==> config.mk <==
export PLATFORM = sky130hd
export DESIGN_NAME = tlc_fifo
export DESIGN_NICKNAME = d
export VERILOG_FILES = /design/src/rtl/core/tlc_fifo.sv
export SDC_FILE = /design/constraint.sdc
export NUM_CORES = 1
export LEC_CHECK = 0
export BUFFER_PORTS_ARGS = -buffer_cell sky130_fd_sc_hd__buf_2
export CELL_PAD_IN_SITES_DETAIL_PLACEMENT = 1
export CELL_PAD_IN_SITES_GLOBAL_PLACEMENT = 1
export CORE_MARGIN = 5
export CORE_UTILIZATION = 40
export CTS_BUF_LIST = sky130_fd_sc_hd__clkbuf_4 sky130_fd_sc_hd__clkbuf_8 sky130_fd_sc_hd__clkbuf_16
export DETAILED_ROUTE_END_ITERATION = 16
export PLACE_DENSITY_LB_ADDON = 0.1
export SYNTH_ARGS = -nofsm -noshare
export SYNTH_HDL_FRONTEND = slang
export SYNTH_SLANG_ARGS = --single-unit
==> constraint.sdc <==
create_clock -name clk -period 1.87 [get_ports clk]
set_clock_uncertainty 0.2 [all_clocks]
set_input_delay 0.187 -clock clk [delete_from_list [all_inputs] [get_ports clk]]
set_output_delay 0.187 -clock clk [all_outputs]
set_load 0.01 [all_outputs]
==> src/rtl/core/tlc_fifo.sv <==
`timescale 1ns / 1ps
// ----------------------------------------------------------------------------
// tlc_fifo
// Two-entry queue between the classifying front and the tag-store back.
// ----------------------------------------------------------------------------
module tlc_fifo #(
    parameter int WIDTH = 8
) (
    input  logic             clk,
    input  logic             rst_n,
    input  logic             push,
    input  logic [WIDTH-1:0] push_data,
    input  logic             pop,
    output logic             full,
    output logic             not_empty,
    output logic [WIDTH-1:0] head
);

    logic [WIDTH-1:0] slot_reg [2];
    logic             wp_reg;
    logic             rp_reg;
    logic [1:0]       count_reg;

    assign full      = count_reg == 2'd2;
    assign not_empty = count_reg != 2'd0;
    assign head      = slot_reg[rp_reg];

    always_ff @(posedge clk or negedge rst_n)
    begin
        if (!rst_n)
        begin
            wp_reg    <= 1'b0;
            rp_reg    <= 1'b0;
            count_reg <= 2'd0;
        end
        else
        begin
            if (push)
                wp_reg <= !wp_reg;
            if (pop)
                rp_reg <= !rp_reg;
            if (push && !pop)
                count_reg <= count_reg + 2'd1;
            else if (pop && !push)
                count_reg <= count_reg - 2'd1;
        end
    end

    always_ff @(posedge clk)
    begin
        if (push)
            slot_reg[wp_reg] <= push_data;
    end

endmodule

Word-level counts from Yosys, hierarchy flattened
Memories as Yosys holds them, arrays and structs flattened.
Index checks and enable logic that the tools add are counted.
{"block": "totals", "regBits": 4, "latchBits": 0, "mem_bits_rw": 16, "rom_bits": 0, "input_bits": 12, "out_inout_bits": 10, "wordCells": 19, "n_memories": 1}
{"name": "slot_reg", "depth": 2, "width": 8, "read_ports": 1, "rd_ports_with_merged_regs": 0, "wr": 1, "line_no": "19", "rtl": "logic [WIDTH-1:0] slot_reg [2];"}
{"block": "op_classes", "add_sub_neg": 2, "multipliers": 0, "div_mod_pow": 0, "magnitude_cmp": 0, "eq_ne": 1, "shift": 0, "muxes": 4, "n_bitwise": 0, "reduce_logical": 8}
{"operator": "1-bit zero test", "count": 4}
{"operator": "2-bit two-way mux", "count": 2}
{"operator": "2-bit nonzero test", "count": 2}
{"operator": "2-bit by 1-bit adder with 2-bit output (second input constant)", "count": 1}
{"operator": "2-bit equality test (second input constant)", "count": 1}
{"operator": "1-bit logical AND", "count": 2}
{"operator": "1-bit two-way mux", "count": 2}
{"operator": "2-bit by 1-bit subtractor with 2-bit output (second input constant)", "count": 1}

Logic depth before layout (Yosys ltp)
Gate-level depths: netlist of the first run.
{"block": "depth", "word_depth": 4, "mapped_depth": 5, "ltp_nobuf": 5}

Least setup slack after synthesis of the first run
No wires, ideal clock.
{"block": "synth_path", "path_type": "register to register", "startpoint": "reg wp_reg", "endpoint": "mem slot_reg[0][0] (enable)", "setup_time_ps": 373, "arrival_time_ps": 789, "required_ps": 1297, "slack_ps": 508, "path_stages_with_launch": 2, "n_path_buf": 0, "synth_period_minus_slack_ps": 1362, "cell_sequence": "dfrtp_1 -> nor2b_1"}
{"element": "start, declared", "line_no": "20", "rtl": "logic wp_reg;"}
{"element": "start signal, assigned", "line_no": "39", "rtl": "wp_reg <= !wp_reg;"}
{"element": "end, declared", "line_no": "19"}
Straight into the memory's write port.

Worst setup path after layout of the first run
{"block": "layout_path", "startpoint": "reg rp_reg", "endpoint": "out head[4]"}
{"block": "layout_via", "elab_chain_cells": 1}
{"element": "start, declared", "line_no": "21", "rtl": "logic rp_reg;"}
{"element": "start signal, assigned", "line_no": "41", "rtl": "rp_reg <= !rp_reg;"}
{"element": "memory read 2 x 8 bit"}
{"element": "end, declared", "line_no": "16", "rtl": "output logic [WIDTH-1:0] head"}
No other way between the ends.

==> flow_summary_export.csv, run 1 <==
group,metric,value,unit
run_status,outcome,"complete, no violations",
sta,period_minus_slack,1.79,ns
sta,rsz0062_at_grt,"false",
logic_synthesis,synth_ff_type,"edfxtp_1",
critical_path,max_stage_delay,0.59,ns
logic_synthesis,synth_edf_count,16,
global_routing,grt_use_met2,19.6,%
critical_path,crit_type,"flop to output pin",
placed_design,placed_area,908,µm²
sta,worstMarginPinSlew,0.396,ns
critical_path,cp_max_fo,9,
global_routing,grt_antenna_before_repair,0,
critical_path,r2r-end,"slot_reg[1][7]",
logic_synthesis,seq_area_frac_synth,75.1,%
die,die_w,54.0,µm
detailed_routing,drtIter0Drc,0,
layout,final-seq-area,581,µm²
placed_design,place.gp.congestion,0.624,
detailed_routing,route.detailed.drc,0,
critical_path,reg2reg_from,"wp_reg",
detailed_routing,vias,459,
sta,max_freq,0.557,GHz
critical_path,cp_cell_sequence,"mux2_2 -> buf_2",
layout,drive_gt1_share,46.8,%
critical_path,startpoint_type,"flop",
sta,slew_headroom,73.6,%
logic_synthesis,ys_types,13,
critical_path,r2r_cells,1,
die,core_area,0.00190,mm²
power_and_ir_drop,finalPower,1300,µW
critical_path,r2r_slack,0.57,ns
logic_synthesis,syn_nets,54,
cts,cts_sinks,20,
detailed_routing,viasPerCell,4.41,
layout,area_delta_synth_final,35.6,%
sta,hold_slack,0.0212,ns
sta,hold_viol_final,0,
cts,clkTransAtPathRegs,0.10,ns
critical_path,end_kind,"output pin",
logic_synthesis,syn_inst,41,
cts,cts_root_buffer,"clkbuf_4",
layout,largest_reg_flops,16,
logic_synthesis,yosys.cell_count.top_type,"edfxtp_1",
power_and_ir_drop,power.density,1240,mW/mm²
critical_path,startpoint,"rp_reg",
logic_synthesis,async_flop_share,20.0,%
logic_synthesis,netlist.area_leader.share,62.1,%
global_routing,use_met1,10.7,%
global_routing,top_usage_layer,"met2",
logic_synthesis,synth-seq-cells,20,
die,std_cell_rows,16,
detailed_routing,wl_per_cell,12.7,µm
logic_synthesis,yosysWarnings,0,
layout,fillCellCount,192,
die,start_util,40.7,%
logic_synthesis,synth_area_leaders,"edfxtp_1 62%, dfrtp_1 13%, mux2_2 12%, xor2_1 4.5%, ha_1 1.6%",
worst_hold_path,holdCritPathClass,"primary input to asynchronous set/reset pin",
detailed_routing,dr.pass1.iters,1,
layout,n_antenna_cell,0,
sta,fin_setup_tns,0,ns
sta,slew_viol_final,0,
logic_synthesis,synth_top_area_cell,"edfxtp_1",
power_and_ir_drop,peakVddDrop,0.624,mV
cts,cts_setup_buffers,0,
critical_path,crit_required,1.48,ns
cts,clk_latency,0.29,ns
die,io-pin-count,22,
global_routing,met3_usage,2.77,%
job,cap_violations,0,
logic_synthesis,syn_area,773,µm²
cts,cts_buffers,3,
critical_path,cp_slowest_cell,"dfrtp_1",
global_routing,grt_pass1_vias,481,
global_routing,grt_start_max_net_pins,12,
sta,period_share,96.0,%
cts,clk_path_buf_depth,2,
layout,final_nets,91,
die,dieArea,0.00291,mm²
placed_design,portBuffers,21,
cts,cts_htree_levels,1,
global_routing,grt_pass1_wl,2060,µm
logic_synthesis,postSynthAreaPerCell,18.9,µm²
global_routing,overflow,0,
die,die_h,54.0,µm
detailed_routing,postRouteAntennaNets,0,
critical_path,arrival,1.41,ns
sta,setup_viol,0,
cts,cts_tree,"built",
logic_synthesis,ys_top_cells_by_count,"16 x edfxtp_1, 8 x mux2_2, 4 x dfrtp_1, 4 x xor2_1",
layout,multi_input_area,178,µm²
detailed_routing,routed_wl,1320,µm
global_routing,grt_usage,10.5,%
power_and_ir_drop,leakagePower,0.000429,µW
layout,final_util,55.1,%
layout,fin_area,0.00105,mm²
placed_design,hpwl,932,µm
-- worst max-delay path by stage --
stage                           to
global placement           head[4]
floorplan           slot_reg[0][0]
global route               head[6]
CTS                        head[4]
detailed placement         head[4]
finish                     head[4]
-- repair_timing --
| action | in CTS | in global routing |
|---|---|---|
| gates resized for setup | 0 | 0 |
| hold buffers | 11 | 0 |
| hold endpoints to repair | 22 | 0 |
-- placed cells by master, fill, tap and decap left out --
cell type,instances
buf_2,21
edfxtp_1,16
dlygate4sd3_1,11
mux2_2,8
xor2_1,4
clkbuf_4,4
dfrtp_1,4
inv_1,1
or2_2,1
and2b_2,1
and2_1,1
nor2b_1,1
xnor2_1,1
nor2_1,1
ha_1,1
buf_4,1
-- cell type report --
cell class	instances	share of cell area [%]
Sequential cell	20	55.4
Timing Repair Buffer	33	21.2
Multi-Input combinational cell	19	16.9
Tap cell	27	3.22
Clock buffer	4	2.86
Inverter	1	0.358
-- per-stage QoR --
stage	instances	setup WS, ns
floorplan	41	0.508
global placement	89	0.398
detailed placement	89	0.379
CTS	104	0.0209
global route	104	0.00271
finish	104	0.0754
-- metal layers --
layer  part of all wire (%)  vias up  wire (µm)
li1                       -      222          -
met1                     40      223        529
met2                     54       12        709
met3                    4.9        2         65
met4                    1.1        0         15
met5                      0        -          0
-- logic make-up after synthesis --
kind of cell | after synthesis | synth area share [%]
XOR/XNOR | 5 | 5.66
adder cells (fa/ha/maj) | 1 | 1.62
buffers and inverters | 2 | 1.94
flip-flops | 20 | 75.1
multiplexers | 8 | 11.7
AND/OR/NAND/NOR | 5 | 4.05
-- critical path: cells and delay by family (launching register included) --
kind	cells	cell delay (ns)
flip-flops	1	0.59
multiplexers	1	0.39
buffers and inverters	1	0.14
-- where the power goes --
group	leakage [µW]	switching [µW]	internal [µW]
logic	0.000213	174	223
clock network	0.0000184	124	97.4
registers	0.000197	81.5	604
Note: power is estimated with default switching activity, not from simulation.
==> run 2: changes to the inputs <==
--- a/config.mk
+++ b/config.mk
@@ -9,7 +9,7 @@
 export CELL_PAD_IN_SITES_DETAIL_PLACEMENT = 1
 export CELL_PAD_IN_SITES_GLOBAL_PLACEMENT = 1
 export CORE_MARGIN = 5
-export CORE_UTILIZATION = 40
+export CORE_UTILIZATION = 43
 export CTS_BUF_LIST = sky130_fd_sc_hd__clkbuf_4 sky130_fd_sc_hd__clkbuf_8 sky130_fd_sc_hd__clkbuf_16
 export DETAILED_ROUTE_END_ITERATION = 16
 export PLACE_DENSITY_LB_ADDON = 0.1
==> constraint.sdc (replaced) <==
create_clock -name clk -period 2.2 [get_ports clk]
set_clock_uncertainty 0.2 [all_clocks]
set_input_delay 0.22 -clock clk [delete_from_list [all_inputs] [get_ports clk]]
set_output_delay 0.22 -clock clk [all_outputs]
set_load 0.01 [all_outputs]
==> run 2 against run 1 <==
  * Cell area decreased by 0.95%
  * Wire length increased by 2.7%
  * Non-clock buffer count unchanged
  * Die area decreased by 5.7%
  * Sequential cell count unchanged
  * Sequential share of layout area increased by 0.53 points
  * Total power decreased by 17%
  * Worst hold slack improved by 0.045 ns
  * Register-to-register slack improved by 0.17 ns
  * Largest cell class unchanged
  * Clock power decreased by 29%
  * Setup slack improved by 0.31 ns
  * Count of clock-buffer cells in the layout decreased by 1
==> flow_summary_export.csv, run 2 (synthesis gave the netlist of run 1 again) <==
group,metric,value,unit
layout,final_common_cell,"buf_2",
sta,fin_ws,0.387,ns
sta,slew_headroom,73.2,%
die,dieArea,0.00275,mm²
layout,fillCellCount,176,
critical_path,max_stage_delay,0.59,ns
detailed_routing,wl_per_cell,13.4,µm
global_routing,grt_pass1_wl,2330,µm
detailed_routing,routed_wl,1360,µm
sta,slew_viol_final,0,
power_and_ir_drop,p_comb_share,31.3,%
run_status,outcome,"complete, no violations",
layout,area_delta_synth_final,34.3,%
power_and_ir_drop,p_sw_share,29.1,%
critical_path,crit_type,"flop to output pin",
power_and_ir_drop,clock_power_share,14.5,%
power_and_ir_drop,finalPower,1080,µW
global_routing,grt_pass1_vias,535,
critical_path,end_kind,"output pin",
cts,cts_root_buffer,"clkbuf_4",
layout,final-seq-area,581,µm²
global_routing,grt_usage,11.8,%
power_and_ir_drop,power.internal,766,µW
layout,n_antenna_cell,0,
detailed_routing,postRouteAntennaNets,0,
die,core_area,0.00173,mm²
job,cap_violations,0,
cts,clk_latency,0.28,ns
layout,final_nets,91,
critical_path,cp_cell_sequence,"mux2_2 -> buf_2",
die,io-pin-count,22,
cts,cts_buffers,3,
sta,period_minus_slack,1.81,ns
critical_path,cp_top_family,"flip-flops",
critical_path,startpoint_type,"flop",
cts,cts_sinks,20,
global_routing,top_usage_layer,"met2",
die,die_w,52.4,µm
critical_path,cp_max_fo,9,
power_and_ir_drop,leakagePower,0.000424,µW
placed_design,place.gp.congestion,0.712,
detailed_routing,drtIter0Drc,1,
sta,rsz0062_at_grt,"false",
critical_path,arrival,1.39,ns
power_and_ir_drop,peakVddDrop,0.607,mV
detailed_routing,vias,457,
placed_design,hpwl,985,µm
detailed_routing,viasPerCell,4.52,
cts,cts_setup_buffers,0,
sta,period_share,82.4,%
cts,cts_htree_levels,1,
global_routing,use_met1,12.8,%
layout,largest_reg_flops,16,
critical_path,cp_num_buf_inv,1,
layout,drive_gt1_share,46.1,%
global_routing,grt_antenna_before_repair,0,
sta,worstMarginPinSlew,0.402,ns
power_and_ir_drop,p_sw,314,µW
detailed_routing,dr.pass1.iters,2,
critical_path,crit_required,1.78,ns
layout,multi_input_area,178,µm²
layout,mostFrequentLayoutCells,"21 x buf_2, 16 x edfxtp_1, 11 x dlygate4sd3_1",
cts,clkTransAtPathRegs,0.10,ns
global_routing,met3_usage,2.85,%
power_and_ir_drop,pwr-share-seq,54.2,%
die,die_h,52.4,µm
power_and_ir_drop,power.density,1040,mW/mm²
sta,hold_viol_final,0,
cts,cts_tree,"built",
die,std_cell_rows,15,
sta,setup_viol,0,
sta,fin_setup_tns,0,ns
placed_design,portBuffers,21,
critical_path,cp_slowest_cell,"dfrtp_1",
sta,hold_slack,0.0663,ns
worst_hold_path,holdCritPathClass,"primary input to asynchronous set/reset pin",
global_routing,grt_start_max_net_pins,11,
global_routing,grt_use_met2,22.1,%
sta,max_freq,0.552,GHz
placed_design,dp_slack,0.697,ns
cts,clk_path_buf_depth,2,
global_routing,overflow,0,
detailed_routing,route.detailed.drc,0,
die,start_util,44.8,%
-- run 2: cell types whose count changed in the layout (fill, tap and decap cells not counted), sizes merged --
cell	change
clkbuf	-1
-- run 2: per-layer routing --
metal	vias up	wire length (µm)	part of all wire [%]
li1	221	-	-
met2	11	704	52
met1	225	586	43
met5	-	0	0
met4	0	0	0
met3	0	64	4.7
-- run 2: power by group through the flow --
stage                     clock [µW]  combinational, µW  sequential (µW)
after floorplan                    0                252              554
after global placement             0                323              591
after detailed placement           0                330              596
after CTS                        166                346              586
after global routing             181                374              598
final                            157                338              585
-- run 2: final cells by class --
type	instances	share of cell area [%]
Multi-Input combinational cell	19	17.1
Timing Repair Buffer	33	21.4
Clock buffer	3	2.17
Sequential cell	20	55.9
Tap cell	25	3.01
Inverter	1	0.361
-- run 2: worst reg2reg max path: stages, from the launching register on --
cell	delay, ns
dfrtp_1	0.41
nor2b_1	0.35
buf_4	0.23
-- run 2: repair_timing --
item	in CTS	in global routing
endpoints found under the hold margin	22	0
resized for setup	0	0
hold buffers	11	0
-- run 2: final timing paths --
kind / start / end / slack [ns] / cells past startpoint
worst max-delay path: rp_reg / head[5] / 0.39 / 2
worst min-delay path: rst_n / count_reg[0] / 0.07 / 2
worst max register to register: wp_reg / slot_reg[0][7] / 0.74 / 2
worst min register to register: wp_reg / wp_reg / 0.29 / 1
max in group asynchronous: rst_n / rp_reg / 1.61 / 2
min in group clk: wp_reg / wp_reg / 0.29 / 1
-- run 2: through the flow --
stage                     std cells  area, µm²  utilization (%)
final                           101       1040             60.1
after detailed placement         87        906             52.5
after floorplan                  41        773                -
after global routing            101       1040             60.1
after CTS                       101       1040             60.1
after global placement           87        906             52.5
