<file path="config.mk">
export PLATFORM = sky130hd
export DESIGN_NAME = tlc_front
export DESIGN_NICKNAME = d
export VERILOG_FILES = /design/src/rtl/core/tlc_pkg.sv /design/src/rtl/core/tlc_front.sv
export SDC_FILE = /design/constraint.sdc
export NUM_CORES = 1
export LEC_CHECK = 0
export ABC_AREA = 1
export BUFFER_PORTS_ARGS = -buffer_cell sky130_fd_sc_hd__buf_2
export CORE_AREA = 2 2 75 77
export CTS_BUF_LIST = sky130_fd_sc_hd__clkbuf_8
export CTS_CLUSTER_SIZE = 8
export DETAILED_ROUTE_END_ITERATION = 10
export DIE_AREA = 0 0 77 79
export GPL_ROUTABILITY_DRIVEN = 0
export PLACE_DENSITY = 0.81
export SYNTH_ARGS = -nofsm -noshare
export SYNTH_HDL_FRONTEND = slang
export SYNTH_SLANG_ARGS = --single-unit
export TNS_END_PERCENT = 100
</file>
<file path="constraint.sdc">
create_clock -name clk -period 2 [get_ports clk]
set_input_delay 0.1 -clock clk [delete_from_list [all_inputs] [get_ports clk]]
set_output_delay 0.1 -clock clk [all_outputs]
set_load 0.03 [all_outputs]
</file>
<file path="src/rtl/core/tlc_pkg.sv">
`timescale 1ns / 1ps
// ----------------------------------------------------------------------------
// tlc_pkg
// Shared constants and types of the two-level write-back LRU tag cache.
// ----------------------------------------------------------------------------
package tlc_pkg;

    localparam int ADDR_W          = 64;
    localparam int STAMP_W         = 64;
    localparam int OUT_W           = 8;
    localparam int EVICT_W         = 2;

    localparam int DEF_NEAR_SETS   = 64;
    localparam int DEF_FAR_SETS    = 512;
    localparam int DEF_WAY_COUNT   = 8;
    localparam int DEF_LINE_SHIFT  = 6;

    typedef enum logic [2:0] {
        ST_CLEAR,
        ST_IDLE,
        ST_LOOK,
        ST_WB_READ,
        ST_WB_LOOK
    } back_state_t;

endpackage

</file>
<file path="src/rtl/core/tlc_front.sv">
`timescale 1ns / 1ps
// ----------------------------------------------------------------------------
// tlc_front
// Takes requests, forms the line address and works out both set indexes.
// ----------------------------------------------------------------------------
module tlc_front #(
    parameter int NEAR_SETS  = tlc_pkg::DEF_NEAR_SETS,
    parameter int FAR_SETS   = tlc_pkg::DEF_FAR_SETS,
    parameter int LINE_SHIFT = tlc_pkg::DEF_LINE_SHIFT,
    localparam int LINE_W    = tlc_pkg::ADDR_W - LINE_SHIFT,
    localparam int NSW       = NEAR_SETS > 1 ? $clog2(NEAR_SETS) : 1,
    localparam int FSW       = FAR_SETS > 1 ? $clog2(FAR_SETS) : 1,
    localparam int ITEM_W    = LINE_W + 2 + NSW + FSW
) (
    input  logic                      clk,
    input  logic                      rst_n,
    input  logic                      s_tvalid,
    output logic                      s_tready,
    input  logic [tlc_pkg::ADDR_W-1:0] s_tdata,
    input  logic                      s_tuser,
    input  logic                      s_tlast,
    input  logic                      q_full,
    output logic                      push,
    output logic [ITEM_W-1:0]         item
);

    localparam bit NEAR_POW2 = (NEAR_SETS & (NEAR_SETS - 1)) == 0;
    localparam bit FAR_POW2  = (FAR_SETS & (FAR_SETS - 1)) == 0;
    localparam int CHUNK     = 8;
    localparam int NSTEP     = (LINE_W + CHUNK - 1) / CHUNK;
    localparam int SHW       = NSTEP * CHUNK;
    localparam int STEPS     = (NEAR_POW2 && FAR_POW2) ? 0 : NSTEP;
    localparam int CNTW      = $clog2(NSTEP + 1);
    localparam int NVW       = NSW + CHUNK;
    localparam int NMW       = NVW + 2;
    localparam int NPW       = NVW + NMW;
    localparam int FVW       = FSW + CHUNK;
    localparam int FMW       = FVW + 2;
    localparam int FPW       = FVW + FMW;
    // reciprocals for exact division of a (set width + chunk)-bit value
    localparam longint unsigned NRECIP =
        ((64'd1 << (NVW + NSW)) + 64'(NEAR_SETS) - 64'd1) / 64'(NEAR_SETS);
    localparam longint unsigned FRECIP =
        ((64'd1 << (FVW + FSW)) + 64'(FAR_SETS) - 64'd1) / 64'(FAR_SETS);

    logic              hold_valid_reg;
    logic [LINE_W-1:0] line_reg;
    logic [SHW-1:0]    shift_reg;
    logic              wr_reg;
    logic              last_reg;
    logic [NSW-1:0]    nrem_reg;
    logic [FSW-1:0]    frem_reg;
    logic [CNTW-1:0]   cnt_reg;

    logic [CHUNK-1:0]  chunk;
    logic [NVW-1:0]    nv;
    logic [FVW-1:0]    fv;
    logic [NPW-1:0]    nprod;
    logic [FPW-1:0]    fprod;
    logic [CHUNK-1:0]  nq;
    logic [CHUNK-1:0]  fq;
    logic [NSW-1:0]    nrem_next;
    logic [FSW-1:0]    frem_next;
    logic [NSW-1:0]    nset;
    logic [FSW-1:0]    fset;
    logic              accept;

    assign s_tready = !hold_valid_reg;
    assign accept   = s_tvalid && !hold_valid_reg;
    assign push     = hold_valid_reg && (cnt_reg == '0) && !q_full;

    // remainder folded in one byte of the line per cycle, MSB first;
    // quotient digit by reciprocal multiply, then subtract
    always_comb
    begin
        chunk     = shift_reg[SHW-1 -: CHUNK];
        nv        = {nrem_reg, chunk};
        fv        = {frem_reg, chunk};
        nprod     = NPW'(nv) * NPW'(NRECIP);
        fprod     = FPW'(fv) * FPW'(FRECIP);
        nq        = CHUNK'(nprod >> (NVW + NSW));
        fq        = CHUNK'(fprod >> (FVW + FSW));
        nrem_next = NSW'(nv - NVW'(nq * NVW'(NEAR_SETS)));
        frem_next = FSW'(fv - FVW'(fq * FVW'(FAR_SETS)));
    end

    assign nset = NEAR_POW2 ? NSW'(line_reg & LINE_W'(NEAR_SETS - 1)) : nrem_reg;
    assign fset = FAR_POW2  ? FSW'(line_reg & LINE_W'(FAR_SETS - 1))  : frem_reg;
    assign item = {line_reg, wr_reg, last_reg, nset, fset};

    always_ff @(posedge clk or negedge rst_n)
    begin
        if (!rst_n)
        begin
            hold_valid_reg <= 1'b0;
            cnt_reg        <= '0;
        end
        else if (accept)
        begin
            hold_valid_reg <= 1'b1;
            cnt_reg        <= CNTW'(STEPS);
        end
        else if (push)
        begin
            hold_valid_reg <= 1'b0;
        end
        else if (hold_valid_reg && cnt_reg != '0)
        begin
            cnt_reg <= cnt_reg - 1'b1;
        end
    end

    always_ff @(posedge clk)
    begin
        if (accept)
        begin
            line_reg  <= LINE_W'(s_tdata >> LINE_SHIFT);
            shift_reg <= SHW'(s_tdata >> LINE_SHIFT);
            wr_reg    <= s_tuser;
            last_reg  <= s_tlast;
            nrem_reg  <= '0;
            frem_reg  <= '0;
        end
        else if (hold_valid_reg && cnt_reg != '0)
        begin
            shift_reg <= shift_reg << CHUNK;
            nrem_reg  <= nrem_next;
            frem_reg  <= frem_next;
        end
    end

endmodule

</file>
# --- Word level (Yosys, flattened, before mapping) ---
# Index checks and enable logic that the tools add are counted.
# Widths: inputs -> output; s select.
classes:
  add_sub_neg: 1
  n_eq_ne: 1
  mux: 5
  reduce_logical: 11
op_table:
  columns: ["op", "count"]
  rows:
  - ["$mux 4", 3]
  - ["$logic_and 1x1->1", 4]
  - ["$logic_not 4->1", 1]
  - ["$reduce_bool 2->1", 2]
  - ["$reduce_bool 4->1", 1]
  - ["$sub 4x1->4 const B", 1]
  - ["$logic_not 1->1", 2]
  - ["$mux 1", 2]
  - ["$ne 2x1->1 const B", 1]
  - ["$reduce_and 2->1", 1]
totals:
  regBits: 65
  in_bits: 70
  output_inout_bits: 77
  elab_cells: 23

# --- Longest topological paths before layout ---
# Gate-level depths: netlist of run 1.
depth:
  depth_word: 5
  mapped_depth: 6

# --- Worst setup path after synthesis of run 1 ---
# No wires, ideal clock.
synth_timing:
  kind: "register to register"
  from: "register hold_valid_reg"
  to: "register last_reg (enable)"
  setup_ns: 0.389
  arrival_ns: 1.346
  t_required_ns: 1.611
  setup_slack_ns: 0.265
  path_stages_with_launch: 4
  period_less_slack_ns: 1.735
  cell_sequence: "dfrtp_1 > inv_2 > nand2_2 > inv_2"
synth_between:
  elab_chain_len: 2
synth_rtl:
  columns: ["item", "line", "source"]
  rows:
  - ["start: declaration", "tlc_front.sv:46", "logic hold_valid_reg;"]
  - ["start signal: assignment", "tlc_front.sv:95", "hold_valid_reg <= 1'b0;"]
  - ["start signal: assignment", "tlc_front.sv:100", "hold_valid_reg <= 1'b1;"]
  - ["start signal: assignment", "tlc_front.sv:105", "hold_valid_reg <= 1'b0;"]
  - ["$logic_not 1->1", null, null]
  - ["via s_tready", "tlc_front.sv:18", "output logic s_tready,"]
  - ["$logic_and 1x1->1", "tlc_front.sv:69", "assign accept = s_tvalid && !hold_valid_reg;"]
  - ["via accept", "tlc_front.sv:66", "logic accept;"]
  - ["end signal: assignment", "tlc_front.sv:120", "last_reg <= s_tlast;"]
  - ["end: declaration", "tlc_front.sv:50", "logic last_reg;"]
# The timed path passes the listed nets, and every way through them passes these cells.
# A chain may end at the register's enable or synchronous reset.

# --- Final worst setup path of run 1 ---
layout_timing:
  from: "register cnt_reg[0]"
  to: "output port push"
layout_between:
  elab_chain_len: 3
layout_rtl:
  columns: ["item", "line", "source"]
  rows:
  - ["start: declaration", "tlc_front.sv:53", "logic [CNTW-1:0] cnt_reg;"]
  - ["start signal: assignment", "tlc_front.sv:101", "cnt_reg <= CNTW'(STEPS);"]
  - ["start signal: assignment", "tlc_front.sv:109", "cnt_reg <= cnt_reg - 1'b1;"]
  - ["$logic_not 4->1", "tlc_front.sv:70", "assign push = hold_valid_reg && (cnt_reg == '0) && !q_full;"]
  - ["$logic_and 1x1->1 (2 in a row)", "tlc_front.sv:70", null]
  - ["end: declaration", "tlc_front.sv:23", "output logic push,"]
# Every way passes these cells.

==> results_tabular.tex, run 1 <==
\begin{tabular}{lr}
\hline
Metric & Value \\
\hline
\multicolumn{2}{l}{\textbf{Logic synthesis}} \\
\quad Post-synthesis cell count & between 100 and 150 \\
\quad Count of cell types in the netlist & 16 \\
\quad Cell area after synthesis & between 2000 and 2500 um\^{}2 \\
\quad Seq/Total Area, Yosys & 0.8661 \\
\quad Count of state elements after synthesis & 65 \\
\quad Count of yosys warnings during synthesis & 0 \\
\quad Syn\_nets & about 190 \\
\quad Mean instance size in the synthesized netlist & 19.34 um\^{}2 \\
\multicolumn{2}{l}{\textbf{Route}} \\
\quad Number of nets with antenna violations after detailed routing & 0 \\
\quad Number of vias in the routed layout & $\sim$1700 \\
\quad DRC Markers & 0 \\
\quad Wire length per cell & 13.15 um \\
\quad Post-Route WL & between 5000 and 6000 um \\
\quad Violation count after the first detailed-route iteration & 41 \\
\quad Number of detailed-routing iterations run before antenna repair & 4 \\
\quad Number of vias per cell after detailed routing & around 4.2 \\
\multicolumn{2}{l}{\textbf{Clock tree}} \\
\quad H-tree Lvls & 3 \\
\quad Cell at the root of the clock tree & clkbuf\_8 \\
\quad Worst skew pair latency & between 0.3 and 0.4 ns \\
\quad Buffers inserted by post-CTS timing repair & 0 \\
\quad Bufs on Longest Clock Path & 2 \\
\quad CTS buffer count & 9 \\
\quad Sink count of the clock tree & 65 \\
\quad Clock tree from TritonCTS & yes \\
\quad Clock slew at the register clock pins of the worst setup and hold paths & approximately 0.070 ns \\
\multicolumn{2}{l}{\textbf{Cells and area}} \\
\quad Post-layout instance area & $\sim$3700 um\^{}2 \\
\quad Post-layout utilization of the core & 0.6932 \\
\quad Number of flip-flops under the largest register name & 58 \\
\quad Number of antenna diodes & 0 \\
\quad Layout cells sized above 1 & 0.5047 \\
\quad Total Nets Final & between 300 and 400 \\
\quad Area growth, synth to finish & 66.31\% \\
\multicolumn{2}{l}{\textbf{STA}} \\
\quad Number of hold violations in the final report & 0 \\
\quad Slew at the pin closest to its max-slew limit & roughly 0.36 ns \\
\quad Max Transition Viols Final & 0 \\
\quad Skew final & 0.006533 ns \\
\quad Setup repair after global routing missed its margin & false \\
\quad Final period util & 0.8463 \\
\quad Worst slew margin relative to its limit & 0.7607 \\
\quad Period minus WS final & between 1.5 and 2 ns \\
\quad Top achievable clock speed & 0.5908 GHz \\
\quad Number of endpoints failing setup at the final stage & 0 \\
\quad Post-Route Setup TNS & 0 ns \\
\multicolumn{2}{l}{\textbf{Global routing}} \\
\quad Number of global-route vias before repair & 1741 \\
\quad Number of antenna violations at the first check in global routing & 0 \\
\quad Maximum number of pins on one net before global-route repair & 27 \\
\quad Gr usage total & 0.1777 \\
\quad Wire length of the first global-routing pass & around 7900 um \\
\quad Global-route congestion overflow total & 0 \\
\multicolumn{2}{l}{\textbf{Setup path}} \\
\quad Number of cells on the worst reg-to-reg path & 4 \\
\quad Crit path required time & between 1.5 and 2 ns \\
\quad Launch point of the worst reg-to-reg path & hold\_valid\_reg \\
\quad Reg-to-reg setup timing slack & $\sim$0.59 ns \\
\quad Capturing element type of the critical path & output port \\
\quad CP max stage cell & dfrtp\_1 \\
\quad Ordered cell list for the critical path & inv\_1, ha\_1, nand3\_1, nor2\_1, buf\_2 \\
\quad Delay of the slowest critical-path stage & about 0.38 ns \\
\quad CP Class & flop to output port \\
\quad Total buffers and inverters traversed by the critical path & 2 \\
\quad Arrival time of the worst setup path & between 1.5 and 2 ns \\
\quad Kind of cell with the highest combined delay on the critical path & flip-flops \\
\quad Crit-path max FO & 4 \\
\quad Capturing point of the worst reg2reg path & line\_reg[54] \\
\quad Setup crit start kind & flop \\
\multicolumn{2}{l}{\textbf{Outcome}} \\
\quad Outcome & complete, no violations \\
\multicolumn{2}{l}{\textbf{Worst hold path}} \\
\quad WHS Endpoint & hold\_valid\_reg \\
\quad HP Class & input pin to flop \\
\quad Hold Crit Depth & 3 \\
\quad Hold\_sp & s\_tvalid \\
\multicolumn{2}{l}{\textbf{Die}} \\
\quad Die outline width & 77 um \\
\quad Starting density of the core & 0.4168 \\
\quad Area enclosed by the die boundary & slightly above 6000 um\^{}2 \\
\quad Placement row count & 27 \\
\quad Placeable Area & 5338 um\^{}2 \\
\quad Vert. Die Dim & 79 um \\
\quad I/O pin count & about 150 \\
\multicolumn{2}{l}{\textbf{Placement}} \\
\quad Input/output buffers & between 100 and 150 \\
\quad Detail Placement HPWL & about 3200 um \\
\quad Cell area after placement & between 2000 and 3000 um\^{}2 \\
\multicolumn{2}{l}{\textbf{Job}} \\
\quad Reported max-cap violation count & 0 \\
\multicolumn{2}{l}{\textbf{Power and ir drop}} \\
\quad VDD IR max & around 0.00073 V \\
\quad Pwr/cell area & between 900 and 1000 nW/um\^{}2 \\
\quad Reported leakage power & 1.611 nW \\
\hline
\end{tabular}
-- kinds of logic (layout without fill, tap and decap cells) --
kind of cell	after synthesis	after routing	synth area share
adders and majority gates	1	1	0.005623
AOI/OAI and AO/OA	2	2	0.01013
buffers and inverters	24	226	0.06918
DFF	65	65	0.8661
and+or+nand+nor	23	23	0.04894
-- worst max-delay path by stage --
stage / start / endpoint / cells past startpoint
floorplan: hold_valid_reg / last_reg / 3
global placement: hold_valid_reg / line_reg[56] / 4
detailed placement: hold_valid_reg / line_reg[46] / 4
CTS: cnt_reg[0] / push / 5
global route: cnt_reg[0] / push / 5
finish: cnt_reg[0] / push / 5
-- power breakdown --
group	internal (mW)	leakage (nW)	switching [mW]	total, mW
logic	0.354	0.933	0.634	0.989
clock network	0.422	0.0788	0.443	0.865
registers	1.69	0.599	0.0765	1.77
-- area by class of cell --
cell class | count | area, um^2
fillers | 370 | 1638
inverters | 7 | 26.28
repair buffers | 204 | 1361
clock buffers | 9 | 123.9
multi-input cells | 26 | 143.9
clock inverters | 6 | 27.53
flip-flops and latches | 65 | 1927
well taps | 72 | 90.09
-- cell usage in the layout (no fill, tap or decap), drive strengths merged --
cell           n
buf          142
dlygate4sd3   62
edfxtp        60
nand2         14
clkbuf         9
inv            8
dfrtp          5
clkinv         4
nor2           4
nand3          2
nand4          2
a21oi          1
or2            1
o22ai          1
ha             1
clkinvlp       1
-- synthesized netlist by cell type (all sizes together) --
cell | number | area [um^2]
or2 | 1 | 6.260
a21oi | 1 | 16.27
nand4 | 2 | 12.51
nand2 | 14 | 55.06
edfxtp | 60 | 1802
dfrtp | 5 | 125.1
buf | 17 | 127.6
inv | 7 | 26.28
o22ai | 1 | 6.260
nor2 | 4 | 25.03
nand3 | 2 | 10.01
ha | 1 | 12.51
-- stage by stage --
stage	power, mW	cells	setup WS (ns)	hold slack [ns]
5_1_grt	3.816	389	0.1946	0.05471
2_1_floorplan	2.439	115	0.2645	-0.1956
6_report	3.625	389	0.3074	0.05639
3_5_place_dp	2.695	312	0.5874	-0.07458
4_1_cts	3.659	389	0.3370	0.01216
3_3_place_gp	2.657	312	0.6306	-0.07762
-- repair_timing --
action                                 in CTS  in global routing
gates resized for setup                     0                  0
endpoints found under the hold margin      66                  0
hold buffers                               62                  0
-- tightest hold or removal path, cell delays in order --
cell and delay, ns:
buf_2 0.10, o22ai_1 0.09, inv_1 0.06
-- layer usage --
metal | part of all wire | track usage | vias to the layer above
met3 | 0.089 | 0.06932 | 9
li1 | - | - | 792
met4 | 0.013 | 0.08036 | 0
met2 | 0.54 | 0.3263 | 87
met1 | 0.36 | 0.1777 | 765
met5 | 0 | 0 | -
(Power assumes the default switching activity.)
==> inputs of run 2 (changes only) <==
--- a/config.mk
+++ b/config.mk
@@ -7,13 +7,13 @@
 export LEC_CHECK = 0
 export ABC_AREA = 1
 export BUFFER_PORTS_ARGS = -buffer_cell sky130_fd_sc_hd__buf_2
-export CORE_AREA = 2 2 75 77
+export CORE_AREA = 2 2 79 81
 export CTS_BUF_LIST = sky130_fd_sc_hd__clkbuf_8
 export CTS_CLUSTER_SIZE = 8
 export DETAILED_ROUTE_END_ITERATION = 10
-export DIE_AREA = 0 0 77 79
+export DIE_AREA = 0 0 81 83
 export GPL_ROUTABILITY_DRIVEN = 0
-export PLACE_DENSITY = 0.81
+export PLACE_DENSITY = 0.77
 export SYNTH_ARGS = -nofsm -noshare
 export SYNTH_HDL_FRONTEND = slang
 export SYNTH_SLANG_ARGS = --single-unit
==> constraint.sdc (replaced) <==
create_clock -name clk -period 1.4 [get_ports clk]
set_input_delay 0.07 -clock clk [delete_from_list [all_inputs] [get_ports clk]]
set_output_delay 0.07 -clock clk [all_outputs]
set_load 0.03 [all_outputs]
==> results_tabular.tex, run 2 (synthesized netlist as in run 1, its figures left out) <==
\begin{tabular}{lr}
\hline
Metric & Value \\
\hline
\multicolumn{2}{l}{\textbf{Die}} \\
\quad Placement row count & 28 (was 27) \\
\quad Die outline width & 81 um (was 77 um) \\
\quad Area enclosed by the die boundary & 6723 um\^{}2 (was 6083 um\^{}2) \\
\quad Starting density of the core & 0.3825 (was 0.4168) \\
\quad Vert. Die Dim & 83 um (was 79 um) \\
\quad Placeable Area & 5816 um\^{}2 (was 5338 um\^{}2) \\
\quad I/O pin count & 147 (unchanged) \\
\multicolumn{2}{l}{\textbf{Power and ir drop}} \\
\quad Sequential group share of total power & 0.454 (was 0.489) \\
\quad Design internal power & 3.867 mW (was 2.471 mW) \\
\quad Part of the total power dissipated in combinational logic & 0.291 (was 0.273) \\
\quad Net Sw Frac & 0.3135 (was 0.3183) \\
\quad VDD IR max & 0.0009883 V (was 0.0007319 V) \\
\quad Clock network fraction of total power & 0.255 (was 0.239) \\
\quad Reported leakage power & 1.672 nW (was 1.611 nW) \\
\quad Pwr/cell area & 1464 nW/um\^{}2 (was 979.7 nW/um\^{}2) \\
\quad Net switching power figure & 1.766 mW (was 1.154 mW) \\
\multicolumn{2}{l}{\textbf{Placement}} \\
\quad Number of placed instances, taps included & 317 (was 312) \\
\quad Detail Placement HPWL & 3321 um (was 3187 um) \\
\quad Input/output buffers & 140 (unchanged) \\
\quad Cell area after placement & 2964 um\^{}2 (was 2928 um\^{}2) \\
\multicolumn{2}{l}{\textbf{Cells and area}} \\
\quad Total Nets Final & 391 (was 384) \\
\quad Number of antenna diodes & 0 (unchanged) \\
\quad Non-filler cells, final & 400 (was 389) \\
\quad Most frequent cells in the layout & buf\_2 (139), dlygate4sd3\_1 (63), edfxtp\_1 (60) (was buf\_2 (140), dlygate4sd3\_1 (62), edfxtp\_1 (60)) \\
\quad Post-layout instance area & 3849 um\^{}2 (was 3700 um\^{}2) \\
\quad Post-layout utilization of the core & 0.6618 (was 0.6932) \\
\quad Layout cells sized above 1 & 0.5323 (was 0.5047) \\
\quad Area growth, synth to finish & 73.00\% (was 66.31\%) \\
\quad Most common cell after layout, fill and taps aside & buf\_2 (unchanged) \\
\quad Number of flip-flops under the largest register name & 58 (unchanged) \\
\quad Fillcell total & 443 (was 370) \\
\multicolumn{2}{l}{\textbf{Outcome}} \\
\quad Outcome & complete, no violations (unchanged) \\
\multicolumn{2}{l}{\textbf{STA}} \\
\quad Top achievable clock speed & $\sim$0.74 GHz \\
\quad Skew final & 0.005877 ns (was 0.006533 ns) \\
\quad Max Transition Viols Final & 0 (unchanged) \\
\quad Number of endpoints failing setup at the final stage & 0 (unchanged) \\
\quad Slew at the pin closest to its max-slew limit & 0.2122 ns (was 0.3584 ns) \\
\quad Period minus WS final & 1.347 ns \\
\quad Number of hold violations in the final report & 0 (unchanged) \\
\quad Post-Route Setup TNS & 0 ns (unchanged) \\
\quad Final period util & 0.9623 \\
\quad Setup repair after global routing missed its margin & true (was false) \\
\quad Worst slew margin relative to its limit & 0.8582 (was 0.7607) \\
\multicolumn{2}{l}{\textbf{Setup path}} \\
\quad Crit path required time & 1.33 ns (was 1.90 ns) \\
\quad CP Class & flop to output port (unchanged) \\
\quad CP max stage cell & dfrtp\_2 (was dfrtp\_1) \\
\quad Capturing element type of the critical path & output port (unchanged) \\
\quad Crit-path max FO & 5 (was 4) \\
\quad Ordered cell list for the critical path & nor2\_4, nand3\_4, nor2\_4, buf\_6 (was inv\_1, ha\_1, nand3\_1, nor2\_1, buf\_2) \\
\quad Delay of the slowest critical-path stage & 0.45 ns (was 0.38 ns) \\
\quad Most frequent cell on the critical path & nor2\_4 \\
\quad Setup crit start kind & flop (unchanged) \\
\quad Kind of cell with the highest combined delay on the critical path & flip-flops (unchanged) \\
\quad Arrival time of the worst setup path & 1.28 ns (was 1.59 ns) \\
\quad Total buffers and inverters traversed by the critical path & 1 (was 2) \\
\multicolumn{2}{l}{\textbf{Clock tree}} \\
\quad Cell at the root of the clock tree & clkbuf\_8 (unchanged) \\
\quad CTS buffer count & 9 (unchanged) \\
\quad Clock slew at the register clock pins of the worst setup and hold paths & 0.07 ns (about the same) \\
\quad H-tree Lvls & 3 (unchanged) \\
\quad Sink count of the clock tree & 65 (unchanged) \\
\quad Clock tree from TritonCTS & yes (unchanged) \\
\quad Worst skew pair latency & 0.33 ns (was 0.32 ns) \\
\quad Bufs on Longest Clock Path & 2 (unchanged) \\
\multicolumn{2}{l}{\textbf{Route}} \\
\quad Number of vias in the routed layout & 1720 (was 1653) \\
\quad Number of vias per cell after detailed routing & 4.300 (was 4.249) \\
\quad Number of nets with antenna violations after detailed routing & 0 (unchanged) \\
\quad Wire length per cell & 13.34 um (was 13.15 um) \\
\quad Number of detailed-routing iterations run before antenna repair & 4 (unchanged) \\
\quad Violation count after the first detailed-route iteration & 50 (was 41) \\
\quad DRC Markers & 0 (unchanged) \\
\quad Post-Route WL & 5337 um (was 5115 um) \\
\multicolumn{2}{l}{\textbf{Job}} \\
\quad Reported max-cap violation count & 0 (unchanged) \\
\multicolumn{2}{l}{\textbf{Global routing}} \\
\quad Maximum number of pins on one net before global-route repair & 17 (was 27) \\
\quad Gr usage total & 0.1658 (was 0.1777) \\
\quad Number of antenna violations at the first check in global routing & 0 (unchanged) \\
\quad Global-route congestion overflow total & 0 (unchanged) \\
\quad Number of global-route vias before repair & 1855 (was 1741) \\
\quad Wire length of the first global-routing pass & 8148 um (was 7948 um) \\
\multicolumn{2}{l}{\textbf{Worst hold path}} \\
\quad HP Class & input pin to async pin (was input pin to flop) \\
\hline
\end{tabular}
-- run 2: final timing paths --
check | end | slack, ns | depth (start not counted) | from
hold / removal | hold_valid_reg | 0.08 | 2 | rst_n
hold reg to reg | cnt_reg[0] | 0.50 | 2 | cnt_reg[0]
min in group clk | line_reg[56] | 0.44 | 2 | s_tdata[62]
max in group asynchronous | cnt_reg[2] | 1.17 | 2 | rst_n
setup reg to reg | line_reg[43] | 0.08 | 4 | hold_valid_reg
setup / recovery | push | 0.05 | 4 | cnt_reg[2]
-- run 2: per-stage QoR --
step	worst slack [ns]	hold WS, ns	total power [mW]
after global routing	-0.02476	0.07055	5.940
after global placement	0.1764	-0.1054	3.836
after floorplan	0.02687	-0.2256	3.486
final	0.05280	0.08173	5.633
after CTS	0.004867	0.06583	5.585
after detailed placement	0.1381	-0.1098	3.888
-- run 2: cell type report --
cell class	count	area, um^2	area share
flip-flops and latches	65	1928	0.5010
repair buffers	211	1435	0.3729
multi-input cells	26	181.4	0.04714
clock buffers	9	123.9	0.03218
well taps	75	93.84	0.02438
clock inverters	7	55.05	0.01430
inverters	7	31.28	0.008127
-- run 2: routing by layer --
metal / up-vias / GRT usage / share of wire
met2: 111 / 0.2893 / 0.54
li1: 809 / - / -
met3: 19 / 0.06630 / 0.090
met5: - / 0 / 0
met4: 0 / 0.09707 / 0.034
met1: 781 / 0.1597 / 0.33
-- run 2: power groups by stage --
stage | Clock [mW] | Combinational (mW) | Sequential (mW)
2_1_floorplan | 0 | 0.616 | 2.87
3_5_place_dp | 0 | 1.32 | 2.57
4_1_cts | 1.48 | 1.56 | 2.54
3_3_place_gp | 0 | 1.28 | 2.56
6_report | 1.44 | 1.64 | 2.56
5_1_grt | 1.59 | 1.78 | 2.58
-- run 2: timing repair --
action                                  in CTS  in global routing
hold endpoints to repair                    66                  0
pin swaps                                    2                  2
hold buffers                                63                  0
endpoints found under the setup margin       1                  1
buffers inserted                             3                  1
cloned                                       0                  0
resized for setup                            7                  5
